`config.mk`:
```
export PLATFORM = sky130hd
export DESIGN_NAME = typed_frame_receiver_unit_flat
export DESIGN_NICKNAME = d
export VERILOG_FILES = /design/src/sv/tfr_pkg.sv /design/src/sv/tfr_in_if.sv /design/src/sv/tfr_out_if.sv /design/src/sv/tfr_cfg_regs.sv /design/src/sv/tfr_slot_match.sv /design/src/sv/tfr_frame_fsm.sv /design/src/sv/typed_frame_receiver_unit.sv /design/src/flat_wrapper.sv
export SDC_FILE = /design/constraint.sdc
export NUM_CORES = 1
export LEC_CHECK = 0
export ABC_AREA = 1
export BUFFER_PORTS_ARGS = -buffer_cell sky130_fd_sc_hd__buf_4
export CELL_PAD_IN_SITES_DETAIL_PLACEMENT = 0
export CELL_PAD_IN_SITES_GLOBAL_PLACEMENT = 1
export CORE_ASPECT_RATIO = 2
export CORE_MARGIN = 2
export CORE_UTILIZATION = 40
export DETAILED_ROUTE_END_ITERATION = 6
export PLACE_DENSITY = 0.75
export SYNTH_ARGS = -nofsm -noshare
export SYNTH_HDL_FRONTEND = slang
export SYNTH_HIERARCHICAL = 1
export SYNTH_SLANG_ARGS = --single-unit
```
`constraint.sdc`:
```
create_clock -name clk -period 17.6 [get_ports clk]
set_clock_uncertainty 0.2 [all_clocks]
set_input_delay 0.88 -clock clk [delete_from_list [all_inputs] [get_ports clk]]
set_output_delay 0.88 -clock clk [all_outputs]
set_load 0.01 [all_outputs]
```
`src/sv/tfr_pkg.sv`:
```
// Types and constants shared by the typed frame receiver modules.
package tfr_pkg;

  localparam int BYTE_W     = 8;
  localparam int SLOT_W     = 3;
  localparam int WORD_W     = 32;
  localparam int NUM_WORDS  = 3;
  localparam int PAY_BYTES  = NUM_WORDS * (WORD_W / BYTE_W);
  localparam int TYPE_TBL_W = 64;
  localparam int LEN_TBL_W  = 32;
  localparam int LEN_W      = 4;
  localparam int CFG_IDX_W  = 2;
  localparam int CFG_DATA_W = 64;

  // Register reset values.
  localparam logic [BYTE_W-1:0]     START_CODE_RST = 8'h02;
  localparam logic [BYTE_W-1:0]     END_CODE_RST   = 8'h03;
  localparam logic [TYPE_TBL_W-1:0] TYPE_TBL_RST   = 64'h0;
  localparam logic [LEN_TBL_W-1:0]  LEN_TBL_RST    = 32'h4111_1C8C;

  // Configuration register indexes.
  typedef enum logic [CFG_IDX_W-1:0] {
    REG_START_CODE   = 2'd0,
    REG_END_CODE     = 2'd1,
    REG_TYPE_TABLE   = 2'd2,
    REG_LENGTH_TABLE = 2'd3
  } cfg_reg_t;

  // Frame tracking states.
  typedef enum logic [2:0] {
    ST_HUNT = 3'b001,
    ST_TYPE = 3'b010,
    ST_DATA = 3'b100
  } fsm_state_t;

  typedef struct packed {
    logic [BYTE_W-1:0]     start_code;
    logic [BYTE_W-1:0]     end_code;
    logic [TYPE_TBL_W-1:0] type_table;
    logic [LEN_TBL_W-1:0]  length_table;
  } cfg_t;

  typedef struct packed {
    logic              hit;
    logic [SLOT_W-1:0] slot;
    logic [LEN_W-1:0]  length;
  } match_t;

  typedef struct packed {
    logic [SLOT_W-1:0] slot_index;
    logic [BYTE_W-1:0] type_code;
    logic [WORD_W-1:0] payload_word0;
    logic [WORD_W-1:0] payload_word1;
    logic [WORD_W-1:0] payload_word2;
  } result_t;

endpackage

```
`src/sv/tfr_in_if.sv`:
```
// Input byte channel of the typed frame receiver.
interface tfr_in_if;
  import tfr_pkg::*;

  logic              valid;
  logic              ready;
  logic [BYTE_W-1:0] rx_byte;

  modport source (output valid, output rx_byte, input ready);
  modport sink (input valid, input rx_byte, output ready);
endinterface

```
`src/sv/tfr_out_if.sv`:
```
// Result channel of the typed frame receiver.
interface tfr_out_if;
  import tfr_pkg::*;

  logic              valid;
  logic              ready;
  logic [SLOT_W-1:0] slot_index;
  logic [BYTE_W-1:0] type_code;
  logic [WORD_W-1:0] payload_word0;
  logic [WORD_W-1:0] payload_word1;
  logic [WORD_W-1:0] payload_word2;

  modport source (output valid, output slot_index, output type_code,
                  output payload_word0, output payload_word1, output payload_word2,
                  input ready);
  modport sink (input valid, input slot_index, input type_code,
                input payload_word0, input payload_word1, input payload_word2,
                output ready);
endinterface

```
`src/sv/tfr_cfg_regs.sv`:
```
// Configuration registers of the typed frame receiver.
module tfr_cfg_regs (
  input  logic                           clk,
  input  logic                           rst_n,
  input  logic                           cfg_we,
  input  logic [tfr_pkg::CFG_IDX_W-1:0]  cfg_index,
  input  logic [tfr_pkg::CFG_DATA_W-1:0] cfg_wdata,
  output tfr_pkg::cfg_t                  cfg
);
  import tfr_pkg::*;

  cfg_t cfg_r;
  cfg_t cfg_nxt;

  // Decode the write into the addressed register.
  always_comb begin
    cfg_nxt = cfg_r;
    if (cfg_we) begin
      unique case (cfg_reg_t'(cfg_index))
        REG_START_CODE:   cfg_nxt.start_code   = cfg_wdata[BYTE_W-1:0];
        REG_END_CODE:     cfg_nxt.end_code     = cfg_wdata[BYTE_W-1:0];
        REG_TYPE_TABLE:   cfg_nxt.type_table   = cfg_wdata[TYPE_TBL_W-1:0];
        REG_LENGTH_TABLE: cfg_nxt.length_table = cfg_wdata[LEN_TBL_W-1:0];
      endcase
    end
  end

  always_ff @(posedge clk) begin
    if (!rst_n) begin
      cfg_r.start_code   <= START_CODE_RST;
      cfg_r.end_code     <= END_CODE_RST;
      cfg_r.type_table   <= TYPE_TBL_RST;
      cfg_r.length_table <= LEN_TBL_RST;
    end else begin
      cfg_r <= cfg_nxt;
    end
  end

  assign cfg = cfg_r;

endmodule

```
`src/sv/tfr_slot_match.sv`:
```
// Type slot lookup: finds the lowest slot whose type code equals the byte.
module tfr_slot_match #(
  parameter int NUM_SLOTS = 8
) (
  input  logic [tfr_pkg::TYPE_TBL_W-1:0] type_table,
  input  logic [tfr_pkg::LEN_TBL_W-1:0]  length_table,
  input  logic [tfr_pkg::BYTE_W-1:0]     rx_byte,
  output tfr_pkg::match_t                match
);
  import tfr_pkg::*;

  // Scan from the top slot down so that the lowest hit is kept.
  always_comb begin
    match = '0;
    for (int i = NUM_SLOTS - 1; i >= 0; i--) begin
      if (type_table[BYTE_W*i +: BYTE_W] == rx_byte) begin
        match.hit    = 1'b1;
        match.slot   = SLOT_W'(i);
        match.length = length_table[LEN_W*i +: LEN_W];
      end
    end
  end

endmodule

```
`src/sv/tfr_frame_fsm.sv`:
```
// Frame state tracker and payload store of the typed frame receiver.
module tfr_frame_fsm #(
  parameter int MAX_PAYLOAD = 12
) (
  input  logic                       clk,
  input  logic                       rst_n,
  input  logic                       step,
  input  logic [tfr_pkg::BYTE_W-1:0] rx_byte,
  input  tfr_pkg::cfg_t              cfg,
  input  tfr_pkg::match_t            match,
  output logic                       emit,
  output tfr_pkg::result_t           result
);
  import tfr_pkg::*;

  localparam int CNT_W = $clog2(MAX_PAYLOAD + 1);
  localparam int IDX_W = (MAX_PAYLOAD > 1) ? $clog2(MAX_PAYLOAD) : 1;

  fsm_state_t        state_r, state_nxt;
  logic [CNT_W-1:0]  count_r, count_nxt;
  logic [CNT_W-1:0]  len_r, len_nxt;
  logic [SLOT_W-1:0] slot_r, slot_nxt;
  logic [BYTE_W-1:0] type_r, type_nxt;
  logic [CNT_W-1:0]  len_clamped;
  logic              clear_store;
  logic              store_we;
  logic [BYTE_W-1:0] store_r [MAX_PAYLOAD];
  logic [PAY_BYTES-1:0][BYTE_W-1:0] packed_bytes;

  // Slot lengths above the store size are cut down to it.
  assign len_clamped = (int'(match.length) > MAX_PAYLOAD) ? CNT_W'(MAX_PAYLOAD)
                                                          : CNT_W'(match.length);

  // Next state for one byte.
  always_comb begin
    state_nxt   = state_r;
    count_nxt   = count_r;
    len_nxt     = len_r;
    slot_nxt    = slot_r;
    type_nxt    = type_r;
    clear_store = 1'b0;
    store_we    = 1'b0;
    emit        = 1'b0;
    if (step) begin
      unique case (state_r)
        ST_HUNT: begin
          if (rx_byte == cfg.start_code) begin
            state_nxt   = ST_TYPE;
            clear_store = 1'b1;
          end
        end
        ST_TYPE: begin
          if (match.hit) begin
            state_nxt = ST_DATA;
            count_nxt = '0;
            len_nxt   = len_clamped;
            slot_nxt  = match.slot;
            type_nxt  = rx_byte;
          end else begin
            state_nxt = ST_HUNT;
          end
        end
        ST_DATA: begin
          if (count_r >= len_r) begin
            // Closing byte: a frame counts only when it ends on the end code.
            emit      = (rx_byte == cfg.end_code);
            state_nxt = ST_HUNT;
          end else begin
            store_we  = 1'b1;
            count_nxt = count_r + 1'b1;
          end
        end
        default: state_nxt = ST_HUNT;
      endcase
    end
  end

  always_ff @(posedge clk) begin
    if (!rst_n) begin
      state_r <= ST_HUNT;
      count_r <= '0;
      len_r   <= '0;
      slot_r  <= '0;
      type_r  <= '0;
    end else begin
      state_r <= state_nxt;
      count_r <= count_nxt;
      len_r   <= len_nxt;
      slot_r  <= slot_nxt;
      type_r  <= type_nxt;
    end
  end

  // Payload store: cleared at each start code, written one byte at a time.
  always_ff @(posedge clk) begin
    if (clear_store) begin
      for (int i = 0; i < MAX_PAYLOAD; i++) begin
        store_r[i] <= '0;
      end
    end else if (store_we) begin
      store_r[count_r[IDX_W-1:0]] <= rx_byte;
    end
  end

  // Bytes beyond the store read as zero.
  for (genvar g = 0; g < PAY_BYTES; g++) begin : g_pack
    if (g < MAX_PAYLOAD) begin : g_used
      assign packed_bytes[g] = store_r[g];
    end else begin : g_zero
      assign packed_bytes[g] = '0;
    end
  end

  assign result.slot_index    = slot_r;
  assign result.type_code     = type_r;
  assign result.payload_word0 = packed_bytes[3:0];
  assign result.payload_word1 = packed_bytes[7:4];
  assign result.payload_word2 = packed_bytes[11:8];

endmodule

```
`src/sv/typed_frame_receiver_unit.sv`:
```
// Top level of the typed frame receiver.
// The block takes one received byte per cycle as long as the result side
// does not stall it: each byte is captured in an input register, the frame
// state (hunt, type, payload) is updated for it, and a finished frame goes
// into a result register, so a result passes through the input register and
// then the result register once its closing byte is accepted. Type lookup is
// a compare of the byte against all slots at once, the lowest matching slot
// winning. The input stalls only while a result waits in the result register
// and a further byte is already held in the input register. Configuration is
// written through cfg_we, cfg_index and cfg_wdata; the user must write it
// only while no frame is in flight, as the block itself does not enforce it.
module typed_frame_receiver_unit #(
  parameter int MAX_PAYLOAD = 12,
  parameter int NUM_SLOTS   = 8
) (
  input  logic                           clk,
  input  logic                           rst_n,
  tfr_in_if.sink                         in_ch,
  tfr_out_if.source                      out_ch,
  input  logic                           cfg_we,
  input  logic [tfr_pkg::CFG_IDX_W-1:0]  cfg_index,
  input  logic [tfr_pkg::CFG_DATA_W-1:0] cfg_wdata
);
  import tfr_pkg::*;

  cfg_t              cfg;
  match_t            match;
  result_t           result;
  result_t           out_data_r;
  logic              emit;
  logic              in_valid_r;
  logic [BYTE_W-1:0] in_byte_r;
  logic              out_valid_r;
  logic              out_free;
  logic              consume;

  tfr_cfg_regs u_cfg (
    .clk       (clk),
    .rst_n     (rst_n),
    .cfg_we    (cfg_we),
    .cfg_index (cfg_index),
    .cfg_wdata (cfg_wdata),
    .cfg       (cfg)
  );

  tfr_slot_match #(
    .NUM_SLOTS (NUM_SLOTS)
  ) u_match (
    .type_table   (cfg.type_table),
    .length_table (cfg.length_table),
    .rx_byte      (in_byte_r),
    .match        (match)
  );

  tfr_frame_fsm #(
    .MAX_PAYLOAD (MAX_PAYLOAD)
  ) u_fsm (
    .clk     (clk),
    .rst_n   (rst_n),
    .step    (consume),
    .rx_byte (in_byte_r),
    .cfg     (cfg),
    .match   (match),
    .emit    (emit),
    .result  (result)
  );

  // A held byte is processed whenever the result register can take a result.
  assign out_free    = !out_valid_r || out_ch.ready;
  assign consume     = in_valid_r && out_free;
  assign in_ch.ready = !in_valid_r || consume;

  // Input register.
  always_ff @(posedge clk) begin
    if (!rst_n) begin
      in_valid_r <= 1'b0;
    end else if (in_ch.ready) begin
      in_valid_r <= in_ch.valid;
    end
  end

  always_ff @(posedge clk) begin
    if (in_ch.ready && in_ch.valid) begin
      in_byte_r <= in_ch.rx_byte;
    end
  end

  // Result register.
  always_ff @(posedge clk) begin
    if (!rst_n) begin
      out_valid_r <= 1'b0;
    end else if (out_free) begin
      out_valid_r <= consume && emit;
    end
  end

  always_ff @(posedge clk) begin
    if (consume && emit) begin
      out_data_r <= result;
    end
  end

  assign out_ch.valid         = out_valid_r;
  assign out_ch.slot_index    = out_data_r.slot_index;
  assign out_ch.type_code     = out_data_r.type_code;
  assign out_ch.payload_word0 = out_data_r.payload_word0;
  assign out_ch.payload_word1 = out_data_r.payload_word1;
  assign out_ch.payload_word2 = out_data_r.payload_word2;

endmodule

```
`src/flat_wrapper.sv`:
```
// flat-port wrapper written by rule: the top's interface ports become plain ports
module typed_frame_receiver_unit_flat import tfr_pkg::*;
#(
  parameter int MAX_PAYLOAD = 12,
  parameter int NUM_SLOTS   = 8
)
  (clk, rst_n, cfg_we, cfg_index, cfg_wdata, in_ch_valid, in_ch_rx_byte, in_ch_ready, out_ch_valid, out_ch_slot_index, out_ch_type_code, out_ch_payload_word0, out_ch_payload_word1, out_ch_payload_word2, out_ch_ready);
  tfr_in_if in_ch_i ();
  tfr_out_if out_ch_i ();
  input  logic clk;
  input  logic rst_n;
  input  logic cfg_we;
  input  logic [tfr_pkg::CFG_IDX_W-1:0] cfg_index;
  input  logic [tfr_pkg::CFG_DATA_W-1:0] cfg_wdata;
  input wire logic [$bits(in_ch_i.valid)-1:0] in_ch_valid;
  input wire logic [$bits(in_ch_i.rx_byte)-1:0] in_ch_rx_byte;
  output wire logic [$bits(in_ch_i.ready)-1:0] in_ch_ready;
  output wire logic [$bits(out_ch_i.valid)-1:0] out_ch_valid;
  output wire logic [$bits(out_ch_i.slot_index)-1:0] out_ch_slot_index;
  output wire logic [$bits(out_ch_i.type_code)-1:0] out_ch_type_code;
  output wire logic [$bits(out_ch_i.payload_word0)-1:0] out_ch_payload_word0;
  output wire logic [$bits(out_ch_i.payload_word1)-1:0] out_ch_payload_word1;
  output wire logic [$bits(out_ch_i.payload_word2)-1:0] out_ch_payload_word2;
  input wire logic [$bits(out_ch_i.ready)-1:0] out_ch_ready;
  assign in_ch_i.valid = in_ch_valid;
  assign in_ch_i.rx_byte = in_ch_rx_byte;
  assign in_ch_ready = in_ch_i.ready;
  assign out_ch_valid = out_ch_i.valid;
  assign out_ch_slot_index = out_ch_i.slot_index;
  assign out_ch_type_code = out_ch_i.type_code;
  assign out_ch_payload_word0 = out_ch_i.payload_word0;
  assign out_ch_payload_word1 = out_ch_i.payload_word1;
  assign out_ch_payload_word2 = out_ch_i.payload_word2;
  assign out_ch_i.ready = out_ch_ready;
  typed_frame_receiver_unit #(.MAX_PAYLOAD(MAX_PAYLOAD), .NUM_SLOTS(NUM_SLOTS)) u_core (.clk(clk), .rst_n(rst_n), .in_ch(in_ch_i), .out_ch(out_ch_i), .cfg_we(cfg_we), .cfg_index(cfg_index), .cfg_wdata(cfg_wdata));
endmodule
```
== Word-level counts from Yosys, hierarchy flattened ==
Memories as Yosys holds them, arrays and structs flattened. A register that Yosys moved wholly into a read port is not among the register bits.
Cells that the tools add are included.

* Equal/unequal tests: 20
* Muxes and demuxes: 33
* Order comparisons: 2
* Reductions and logical operators: 17
* Add/sub/neg operators: 1

{| class="wikitable"
|+ Operator list
! kind !! count
|-
| $eq 8x8->1 || 10
|-
| $mux 8 || 9
|-
| $mux 4 || 4
|-
| $mux 1 || 15
|-
| $mux 3 || 3
|-
| $pmux 3 s3 || 1
|-
| $pmux 4 s2 || 1
|-
| $reduce_and 2->1 || 4
|-
| $reduce_or 8->1 || 1
|-
| $ne 2x2->1 const B || 3
|-
| $reduce_and 3->1 || 2
|-
| $add 4x1->4 const B || 1
|-
| $eq 2x2->1 const B || 2
|-
| $ge 4x4->1 || 1
|-
| $gt 4x4->1 const B || 1
|-
| $reduce_and 4->1 || 1
|-
| $eq 3x1->1 const B || 1
|-
| $eq 3x2->1 const B || 1
|-
| $eq 3x3->1 const B || 1
|-
| $logic_and 1x1->1 || 3
|-
| $eq 2x1->1 const B || 1
|-
| $logic_not 1->1 || 2
|-
| $logic_not 2->1 || 1
|-
| $logic_or 1x1->1 || 2
|-
| 2 further kinds || 2
|}

* Input port bits: 79
* Output and inout bits: 109
* Logic and storage cells: 88
* RAM bits: 96
* Bits in registers: 155
* Memories: 1

{| class="wikitable"
|+ Memories
! name !! depth !! width !! read ports !! clocked after Yosys merged registers in !! wr ports !! line !! text
|-
| u_core.u_fsm.store_r || 12 || 8 || 12 || 12 || 12 || tfr_frame_fsm.sv:27 || <nowiki>logic [BYTE_W-1:0] store_r [MAX_PAYLOAD];</nowiki>
|}

== Logic depth before layout (Yosys ltp) ==
* Depth in word-level cells: 11
* Mapped depth: 18
* Depth with buffers taken out: 17

== Cells and area by module ==
The synthesis kept the hierarchy.

{| class="wikitable"
|+ Modules (own cells, without submodules)
! module !! cells each !! instances !! seq. area each (sq um) !! area an instance (sq um)
|-
| tfr_frame_fsm || 442 || 1 || 3323.2 || 4784.6
|-
| tfr_cfg_regs || 689 || 1 || 2242.2 || 4499.3
|-
| typed_frame_receiver_unit || 132 || 1 || 3493.4 || 3560.9
|-
| tfr_slot_match || 315 || 1 || 0.0 || 1525.2
|}

== Least setup slack after synthesis ==
No wires, ideal clock.

* Kind: input-to-reg
* Start point: in out_ch_ready
* End point: reg u_core/out_ch.payload_word0[0] (netlist name)
* Path buffers: 1
* Setup time: 0.704 ns
* Setup slack: 7.773 ns
* Arrival: 8.923 ns
* Data required time: 16.696 ns
* Stages: 12
* Cells stage by stage: inv_1 -> nand2_1 -> inv_1 -> nor2_1 -> buf_2 -> o21a_1 -> nand4_1 -> nor2_1 -> nand2_1 -> nor2_1 -> inv_1 -> nor3_1

* Cells in the longest elaborated chain, start to end: 4

{| class="wikitable"
|+ RTL lines
! what !! line !! text
|-
| start, declared || flat_wrapper.sv:24 || <nowiki>input wire logic [$bits(out_ch_i.ready)-1:0] out_ch_ready;</nowiki>
|-
| $logic_or 1x1->1 || typed_frame_receiver_unit.sv:69 || <nowiki>assign out_free = !out_valid_r || out_ch.ready;</nowiki>
|-
| $logic_and 1x1->1 || typed_frame_receiver_unit.sv:70 || <nowiki>assign consume = in_valid_r && out_free;</nowiki>
|-
| via u_core.consume || typed_frame_receiver_unit.sv:35 || <nowiki>logic consume;</nowiki>
|-
| $mux 1 || tfr_frame_fsm.sv:44 || <nowiki>if (step) begin</nowiki>
|-
| via u_core.emit || typed_frame_receiver_unit.sv:30 || <nowiki>logic emit;</nowiki>
|-
| $logic_and 1x1->1 || typed_frame_receiver_unit.sv:98 || <nowiki>if (consume && emit) begin</nowiki>
|}

The timed path passes the listed nets, and every way through them passes these cells.
A chain may end at the register's enable or synchronous reset.

== Worst setup path in the final report ==
* Start point: reg u_core.in_byte_r[1]
* End point: reg u_core/out_ch.payload_word0[0] (netlist name)

* Cells in the longest elaborated chain, start to end: 5

{| class="wikitable"
|+ RTL lines
! what !! line !! text
|-
| start, declared || typed_frame_receiver_unit.sv:32 || <nowiki>logic [BYTE_W-1:0] in_byte_r;</nowiki>
|-
| start signal, assigned || typed_frame_receiver_unit.sv:84 || <nowiki>in_byte_r <= in_ch.rx_byte;</nowiki>
|-
| $eq 8x8->1 || tfr_frame_fsm.sv:66 || <nowiki>emit = (rx_byte == cfg.end_code);</nowiki>
|-
| $mux 1 || tfr_frame_fsm.sv:64 || <nowiki>if (count_r >= len_r) begin</nowiki>
|-
| $mux 1 || tfr_frame_fsm.sv:45 || <nowiki>unique case (state_r)</nowiki>
|-
| $mux 1 || tfr_frame_fsm.sv:44 ||
|-
| via u_core.emit || typed_frame_receiver_unit.sv:30 ||
|-
| $logic_and 1x1->1 || typed_frame_receiver_unit.sv:98 ||
|}

The timed path passes the listed nets, and every way through them passes these cells.

==> metrics.txt <==
Req. time, crit path 17600 ps; count leader, synth nand2_1; core area roughly 36000 um^2; register area share after synthesis 0.630; Initial Util 0.404; GR Util met2 0.382; clock root buffer clkbuf_16; share of cells above drive strength 1 0.174; yosys warns 6; routed via count 10200; status complete, no violations; Final setup viols 0; Final GP Congestion 0.806; Critical Path Fanout Max 57; Most Used Layer, Global Route met2; Cell Area, Synth 14400 um^2; syn nets roughly 1700; Skew-Pair Late Insertion Delay around 570 ps; flop and latch count out of synthesis between 300 and 400; max cap viols 0; GR Overflow Total 0; Max Freq between 0.2 and 0.25 GHz; DP HPWL ~26 mm; CTS hold repair buffers 0; pin count of the biggest net entering global routing 70; I/O Buffers 187; vias in the first global route 9950; top cell type's share of synthesized area 0.441; Crit Path Class flop to flop; worst stage delay on the critical path 640 ps; slew at the pin closest to its max-slew limit about 1100 ps; max_slew headroom 0.289; cell taking the most area after synthesis edfxtp_1; pwr/cell area about 100 nW/um^2; CTS resizes 0; fin crit share 0.239; post-synthesis cell type count 38; Top cell by count, worst path nor2_1; Total Routing Usage GR 0.189; CTS sink cnt 347; initial antenna violation count 0; ranking of synthesized cells by area edfxtp_1, dfxtp_1, nand2_1; DRT iter0 DRCs about 600; Post-synth EDFFs roughly 210; share of flip-flops with an asynchronous set or reset 0; crit-path cells inv_1 > o21ai_0 > nor2_1 > nand4_1 > nor2_1 > nand2_1 > nor2_1 > inv_1 > nor3_2 > buf_4 > buf_4; total die area roughly 38000 um^2; min-delay worst type flop to flop; nets 1833; Final min period about 4200 ps; CTS Buffer Depth 3; first-pass GRT wire length 55.4 mm; met1 usage 0.190; top cells by count, synth nand2_1, nor2_1, edfxtp_1, inv_1, dfxtp_1; Via density between 4 and 5; delay-heaviest family, CP buffers and inverters; final setup TNS 0 ps; Num CTS Buffers 30; grt met3 use 0.0288; Slowest-stage cell, CP buf_4; synthesized area per cell a little over 9 um^2; Setup Buffers After CTS 0; RSZ-0062 raised after global routing false; Die W 138 um; Area growth syn-to-layout 19.3%; CP endpoint kind flop; CTS tree built; Fin. Hold Viols 0; crit start category flop; ys flop type edfxtp_1; Die H 272 um; drt drc 0; WL/cell between 15 and 20 um; Pwr Total 1.68 mW; H-tree Lvls 1; DP Area about 16000 um^2; r2r setup slk about 13000 ps; max-slew violation count 0; Post-Layout Inst Area about 17000 um^2; Gate Count Post-Synth approximately 1600; Reg clk slew, reported paths 70 ps; peak supply drop roughly 0.082 mV; critical path arrival 4200 ps; Post-Route WL roughly 36 mm; first-pass iteration count of the detailed router 5; IO Count between 150 and 200; Placement Rows 98; ant diodes 0; antenna viol nets, final 0; Leak roughly 7.7 nW; Fill cells about 3400; Worst Path Buf+Inv 4
-- per-stage QoR --
stage	utilization	cells	hold WS, ps	setup slack [ps]
floorplan	-	1578	200	7770
global placement	0.453	2164	202	13020
detailed placement	0.453	2164	205	12900
CTS	0.482	2219	220	13270
global route	0.482	2219	222	13000
finish	0.482	2219	219	13400
-- flip-flops by register name (all words and copies together), names as in the netlist --
register	cells
u_core/u_cfg/cfg	112
u_core/u_fsm/store_r	96
u_core/out_ch.payload_word0	32
u_core/out_ch.payload_word1	32
u_core/out_ch.payload_word2	32
u_core/in_byte_r	8
u_core/out_ch.type_code	8
u_core/u_fsm/type_r	8
u_core/u_fsm/count_r	4
u_core/u_fsm/len_r	4
u_core/out_ch.slot_index	3
u_core/u_fsm/slot_r	3
u_core/u_fsm/state_r	3
u_core/in_valid_r	1
u_core/out_ch.valid	1
-- layer usage --
layer	vias to the layer above	wire, um
met5	-	0
met2	276	20300
met3	60	1580
met4	0	1270
li1	5268	-
met1	4588	12700
-- where the power goes --
part	internal [mW]	total (mW)	switching [mW]	leakage [nW]
Clock	0.393	0.690	0.297	0.489
Combinational	0.0393	0.105	0.0660	4.11
Sequential	0.868	0.882	0.0145	3.10
-- cells in the final DEF (no fill, tap or decap), types with 4 or more instances in the layout --
cell type,n
inv_2,12
a21oi_1,34
ha_1,8
o21ai_0,21
nand2_2,17
clkinv_1,4
bufinv_16,5
clkinvlp_4,5
xor2_1,4
clkbuf_16,30
xnor2_1,18
nor2_1,335
edfxtp_1,211
nand3_1,55
buf_4,192
nand2_1,416
clkbuf_1,4
or2_2,21
or2_1,8
nor2_2,7
dfxtp_1,136
nand4_1,20
inv_1,173
-- final cells by class --
type	instances	area, um^2	share of cell area
inverters	186	698	0.0407
repair buffers	192	1440	0.0841
well taps	450	563	0.0328
clock buffers	35	779	0.0455
multi-input cells	989	4340	0.253
flip-flops and latches	347	9060	0.528
clock inverters	20	256	0.0150
-- cell families after synthesis --
kind of cell,share of synthesized area
fa+ha+maj,0.00697
simple gates,0.258
compound gates,0.0229
buf+inv,0.0685
xor+xnor,0.0134
flops,0.630
-- final timing paths --
kind / startpoint / to / depth (start not counted)
hold reg to reg: u_core/u_fsm/store_r[0][4] / u_core/out_ch.payload_word0[4] / 0
hold / removal: u_core/u_fsm/store_r[0][4] / u_core/out_ch.payload_word0[4] / 0
setup / recovery: u_core/in_byte_r[1] / u_core/out_ch.payload_word0[0] / 11
setup reg to reg: u_core/in_byte_r[1] / u_core/out_ch.payload_word0[0] / 11
Power figures use the tool's default switching activity.
